===== config.mk =====
export PLATFORM = sky130hd
export DESIGN_NAME = gcm_ctrl
export DESIGN_NICKNAME = d
export VERILOG_FILES = /design/src/design/gcm_pkg.sv /design/src/design/gcm_ctrl.sv
export SDC_FILE = /design/constraint.sdc
export NUM_CORES = 1
export LEC_CHECK = 0
export ABC_AREA = 1
export BUFFER_PORTS_ARGS = -buffer_cell sky130_fd_sc_hd__buf_2
export CORE_AREA = 2 2 39 41
export DETAILED_ROUTE_END_ITERATION = 12
export DIE_AREA = 0 0 41 43
export HOLD_SLACK_MARGIN = 0.08
export PLACE_DENSITY = 0.68
export SLEW_MARGIN = 20
export SYNTH_ARGS = -nofsm -noshare
export SYNTH_HDL_FRONTEND = slang
export SYNTH_SLANG_ARGS = --single-unit
export TNS_END_PERCENT = 50

===== constraint.sdc =====
create_clock -name clk -period 2.1 [get_ports clk]
set_input_delay 0.42 -clock clk [delete_from_list [all_inputs] [get_ports clk]]
set_output_delay 0.42 -clock clk [all_outputs]
set_load 0.05 [all_outputs]

===== src/design/gcm_pkg.sv =====
// Shared types and constants for the glyph cluster map.
`default_nettype none
package gcm_pkg;
	localparam int MAX_TEXT   = 1024;
	localparam int GLYPH_BITS = 16;
	localparam int IDX_W      = 11;
	localparam int ADDR_W     = 11;
	localparam int FRAC_W     = 17;

	localparam logic [1:0] REQ_LOAD   = 2'd0;
	localparam logic [1:0] REQ_FINISH = 2'd1;
	localparam logic [1:0] REQ_QUERY  = 2'd2;

	typedef enum logic [3:0] {
		ST_IDLE, ST_DECODE, ST_FILL, ST_SENT_RD, ST_SENT_WR,
		ST_QREAD, ST_SCAN_DN, ST_SCAN_UP, ST_DIV, ST_OUT
	} gcm_state_t;

	typedef struct packed {
		logic load_item;   // capture input item
		logic decode;      // evaluate request checks
		logic fill_step;   // write one fill entry
		logic sent_rd;     // read last entry
		logic sent_wr;     // write sentinel
		logic q_rd;        // read query entry
		logic dn_step;
		logic up_step;
		logic div_start;
		logic div_step;
		logic set_out;
	} gcm_cmd_t;

	typedef struct packed {
		logic [1:0] req;
		logic       fill_go;   // decode found a fill range
		logic       fill_done;
		logic       q_oor;
		logic       dn_done;
		logic       up_done;
		logic       div_done;
		logic       out_busy;
		logic       sent_go;
	} gcm_stat_t;
endpackage
`default_nettype wire


===== src/design/gcm_ctrl.sv =====
// Controller state machine for the glyph cluster map.
`default_nettype none
module gcm_ctrl (
	input  wire logic             clk,
	input  wire logic             arst_n,
	input  wire logic             in_valid,
	output logic                  in_ready,
	input  wire gcm_pkg::gcm_stat_t stat,
	output gcm_pkg::gcm_cmd_t     cmd
);
	import gcm_pkg::*;
	gcm_state_t state_q, state_d;

	always_ff @(posedge clk or negedge arst_n) begin
		if (!arst_n) state_q <= ST_IDLE;
		else state_q <= state_d;
	end

	always_comb begin
		state_d = state_q;
		case (state_q)
			ST_IDLE:    if (in_valid) state_d = ST_DECODE;
			ST_DECODE: begin
				case (stat.req)
					REQ_LOAD:   state_d = stat.fill_go ? ST_FILL : ST_OUT;
					REQ_FINISH: state_d = stat.fill_go ? ST_FILL :
						(stat.sent_go ? ST_SENT_RD : ST_OUT);
					REQ_QUERY:  state_d = stat.q_oor ? ST_OUT : ST_QREAD;
					default:    state_d = ST_OUT;
				endcase
			end
			ST_FILL: if (stat.fill_done)
				state_d = (stat.req == REQ_FINISH) ? ST_SENT_RD : ST_OUT;
			ST_SENT_RD: state_d = ST_SENT_WR;
			ST_SENT_WR: state_d = ST_OUT;
			ST_QREAD:   state_d = ST_SCAN_DN;
			ST_SCAN_DN: if (stat.dn_done) state_d = ST_SCAN_UP;
			ST_SCAN_UP: if (stat.up_done) state_d = ST_DIV;
			ST_DIV:     if (stat.div_done) state_d = ST_OUT;
			ST_OUT:     if (!stat.out_busy) state_d = ST_IDLE;
			default:    state_d = ST_IDLE;
		endcase
	end

	always_comb begin
		cmd = '0;
		in_ready = 1'b0;
		case (state_q)
			ST_IDLE: begin
				in_ready = 1'b1;
				cmd.load_item = in_valid;
			end
			ST_DECODE: begin
				cmd.decode = 1'b1;
				cmd.q_rd = (stat.req == REQ_QUERY) && !stat.q_oor;
			end
			ST_FILL:    cmd.fill_step = 1'b1;
			ST_SENT_RD: cmd.sent_rd = 1'b1;
			ST_SENT_WR: cmd.sent_wr = 1'b1;
			ST_QREAD:   cmd.dn_step = 1'b0;
			// hold the scans once they report done
			ST_SCAN_DN: cmd.dn_step = !stat.dn_done;
			ST_SCAN_UP: begin
				cmd.up_step = !stat.up_done;
				cmd.div_start = stat.up_done;
			end
			ST_DIV:     cmd.div_step = 1'b1;
			ST_OUT:     cmd.set_out = !stat.out_busy;
			default:    cmd = '0;
		endcase
	end
endmodule
`default_nettype wire


; After elaboration in Yosys (flattened, before gate mapping)
; Cells that the tools add are included.
[op_classes]
n_eq_ne = 17
n_mux = 24
reduce_logical = 8
[ops]
columns = cell, count
row1 = $mux 4, 11
row2 = $pmux 4 s10, 1
row3 = $eq 4x3->1 const B, 4
row4 = $ne 2x2->1 const B, 6
row5 = $pmux 4 s3, 1
row6 = $mux 1, 10
row7 = $eq 4x2->1 const B, 2
row8 = $eq 4x4->1 const B, 2
row9 = $reduce_and 6->1, 1
row10 = $eq 4x1->1 const B, 1
row11 = $logic_not 1->1, 4
row12 = $logic_not 4->1, 1
row13 = $eq 2x1->1 const B, 1
row14 = $eq 2x2->1 const B, 1
row15 = $logic_not 2->1, 1
row16 = $mux 2, 1
row17 = $logic_and 1x1->1, 1
[totals]
ff_bits = 4
in_bits = 13
out_inout_bits = 12
wordCells = 50

; Longest topological paths before layout
[depth]
depth_word = 4
ltp_mapped = 9

; Worst setup path before layout
; OpenSTA, ideal clock, no wires.
[synth_timing]
path_kind = register to output
startpoint = register state_q[1]
endpoint = output port cmd[0] (netlist bit)
arrival_ns = 2.061
required_time_ns = 1.680
slack_ns = -0.381
path_stages_with_launch = 4
n_path_buf = 0
path_cell_list = dfrtp_1 > inv_1 > nand2_1 > nor4_1
[synth_lines]
columns = element, line_no
row1 = start: declaration, gcm_ctrl.sv:12  ; gcm_state_t state_q, state_d;
row2 = start signal: assignment, gcm_ctrl.sv:16  ; else state_q <= state_d;
row3 = end: declaration, gcm_ctrl.sv:9  ; output gcm_pkg::gcm_cmd_t cmd

==> summary.md <==
| Metric | Value |
|---|---|
| Slowest stage cell on the critical path | `dfrtp_1` |
| CTS H-Tree Depth | `1` |
| Final hold vios | `0` |
| Cells after Synth | `94` |
| Largest net degree at the start of global routing | `8` |
| Core Area | `1380 µm²` |
| Switching Power | `0.595 mW` |
| Number of global-route vias before repair | `551` |
| R2R setup slack | `between 700 and 800 ps` |
| # setup viols final | `0` |
| Initial antenna violation count | `0` |
| CTS tree | `yes` |
| Initial Utilization | `0.366` |
| Gp weighted congestion | `0.858` |
| Sequential Power Share | `0.169` |
| Hold Crit Class | `primary input to asynchronous set/reset pin` |
| Drt via density | `4.74` |
| Final worst path period share | `0.922` |
| Critical path, cell by cell | `inv_1 -> nand2_1 -> nor2_4 -> nand4_1 -> inv_1 -> buf_2` |
| Async set-reset flop share out of synthesis | `1.00` |
| DR iter-0 viols | `21` |
| Final HPWL DP | `around 1.1 mm` |
| Inst Count DP | `134` |
| Most used cell, CP | `inv_1` |
| Longest Clk Path Bufs | `2` |
| Total die area | `between 1500 and 2000 µm²` |
| Max reg flops | `4` |
| Overflow after GRT | `0` |
| Synth cell count leaders | `nand2_1 (28), inv_1 (19), nand3_1 (13), nor2_1 (11), nor2_2 (6)` |
| Clock skew | `a little under 0.8 ps` |
| Mapped Avg Cell Area | `5.39 µm²` |
| FMAX | `517 MHz` |
| Mapped Area | `507 µm²` |
| Synth area leaders | `nand2_1 (21%), dfrtp_1 (20%), inv_1 (14%)` |
| Critical Path Sink Type | `output port` |
| Share of the synthesized area in the top cell type | `0.207` |
| Post-synth EDFFs | `0` |
| Largest regs | `state_q (4)` |
| Critical path depth | `6` |
| Area grow syn2layout | `35.3%` |
| Crit path kind | `register to output port` |
| Sw Ratio | `0.623` |
| Top FF cell, synth | `dfrtp_1` |
| Vias | `654` |
| CP peak stage delay | `roughly 410 ps` |
| Crit path launch | `state_q[3]$_DFFE_PN0P_` |
| Leakage | `0.438 nW` |
| RR Endpoint | `state_q[1]$_DFFE_PN0P_` |
| Post-cts resize count | `0` |
| Worst Path Arrival | `around 1500 ps` |
| Clk slew on worst S/H paths | `30 ps` |
| Finished Layout Cells | `~140` |
| # port buffers | `24` |
| # diodes | `0` |
| Run status | `finished clean` |
| Met1 usage | `0.252` |
| Clk_lat worst skew | `approximately 230 ps` |
| Top-count cell post-synth | `nand2_1` |
| Fillers | `157` |
| Min Tclk post-route | `approximately 1900 ps` |
| Routed Antenna Nets | `0` |
| Power per cell area | `1390 nW/µm²` |
| Drt first pass iters | `4` |
| Slew @ Worst Pin | `289 ps` |
| Crit path max fanout | `5` |
| Clock Power Share | `0.094` |
| DIE HEIGHT | `43 µm` |
| Global routing's busiest layer | `met2` |
| Cell taking the most area after synthesis | `nand2_1` |
| Fin nets | `137` |
| RSZ-0062 raised after global routing | `no` |
| Fin util | `0.495` |
| Share of cells above drive strength 1 | `0.311` |
| Maximum vdd drop | `0.662 mV` |
| Synth unique cells | `13` |
| Buf/Inv on CP | `3` |
| Final WL | `around 1.3 mm` |
| Syn Nets | `107` |
| DR DRC count | `0` |
| GR Util met3 | `0` |
| Clock Tree Root | `clkbuf_4` |
| Max_slew headroom | `0.807` |
| #FFs+latches synth | `4` |
| Combinational power share | `0.737` |
| Site Rows | `14` |
| Grt met2 use | `0.256` |
| Seq/Total Area, Yosys | `0.198` |
| Critical path's top delay family | `buffers and inverters` |
| Total GRT Usage | `0.170` |
| Global-route wire length before repair | `roughly 2.1 mm` |
| YS warnings | `0` |
| Internal | `0.360 mW` |
| CTS sink cnt | `4` |
| CP required | `about 1700 ps` |
| R2R cell count | `7` |
| DIE WIDTH | `41 µm` |
| Worst R2R Start | `state_q[0]$_DFFE_PN0P_` |
| Wire per inst | `9.08 µm` |
| Maxcap violations | `0` |
| Type of origin of the critical path | `register` |
| Worst setup path end | `cmd[5]` |
| Io pins | `25` |
| TritonCTS buffer count | `3` |
| Biggest register | `state_q` |
| Slew Limit Fails | `0` |
-- kinds of logic after synthesis --
| group | Yosys count | share of synthesized area |
|---|---|---|
| compound gates | 3 | 0.0296 |
| simple gates | 68 | 0.632 |
| buf+inv | 19 | 0.141 |
| flops | 4 | 0.198 |
-- final cells by class --
cell class | count | area, µm² | share of cell area
Inverter | 19 | 71.3 | 0.104
Multi-Input combinational cell | 71 | 342 | 0.498
Clock buffer | 3 | 22.5 | 0.0328
Timing Repair Buffer | 25 | 130 | 0.190
Sequential cell | 4 | 100 | 0.146
Tap cell | 16 | 20.0 | 0.0292
-- layout by cell type (no fill, tap or decap), drive strengths merged --
cell type     n
nand2        30
buf          24
inv          19
nor2         19
nand3        13
dfrtp         4
o21ai         3
clkbuf        3
nor3          2
nand4         2
nor4          1
nand3b        1
dlygate4sd3   1
-- worst min path at each step --
| stage | startpoint | to | slack (ps) | depth (start not counted) |
|---|---|---|---|---|
| 2_1_floorplan | arst_n | state_q[0]$_DFFE_PN0P_ | 120 | 0 |
| 3_3_place_gp | arst_n | state_q[1]$_DFFE_PN0P_ | 220 | 1 |
| 3_5_place_dp | arst_n | state_q[0]$_DFFE_PN0P_ | 220 | 1 |
| 4_1_cts | arst_n | state_q[0]$_DFFE_PN0P_ | 510 | 2 |
| 5_1_grt | arst_n | state_q[3]$_DFFE_PN0P_ | 540 | 2 |
| 6_report | arst_n | state_q[2]$_DFFE_PN0P_ | 520 | 2 |
-- power by group through the flow --
stage / Sequential [mW] / Combinational, mW / Clock (mW)
floorplan: 0.152 / 0.565 / 0
global placement: 0.157 / 0.706 / 0
detailed placement: 0.161 / 0.705 / 0
CTS: 0.160 / 0.708 / 0.0966
global route: 0.167 / 0.790 / 0.0981
finish: 0.161 / 0.704 / 0.0902
-- metal layers --
metal  wire length, µm  part of all wire  vias to the layer above
met4                 0                 0                        0
li1                  -                 -                      349
met5                 0                 0                        -
met1               556              0.44                      288
met3                60             0.048                        0
met2               637              0.51                       17
-- stage by stage --
stage	setup slack [ps]	power, mW	TNS, ps	instance area (µm²)	hold WS [ps]
final	164	0.955	0	686	521
after global routing	41.1	1.06	0	686	542
after CTS	158	0.965	0	686	506
after detailed placement	411	0.866	0	653	224
after global placement	446	0.864	0	653	224
after floorplan	-93.7	0.717	-93.7	513	124
-- what timing repair did --
action / in CTS / in global routing
hold buffers: 1 / 0
buffers inserted: 0 / 0
hold endpoints to repair: 4 / 0
(Power assumes the default switching activity.)
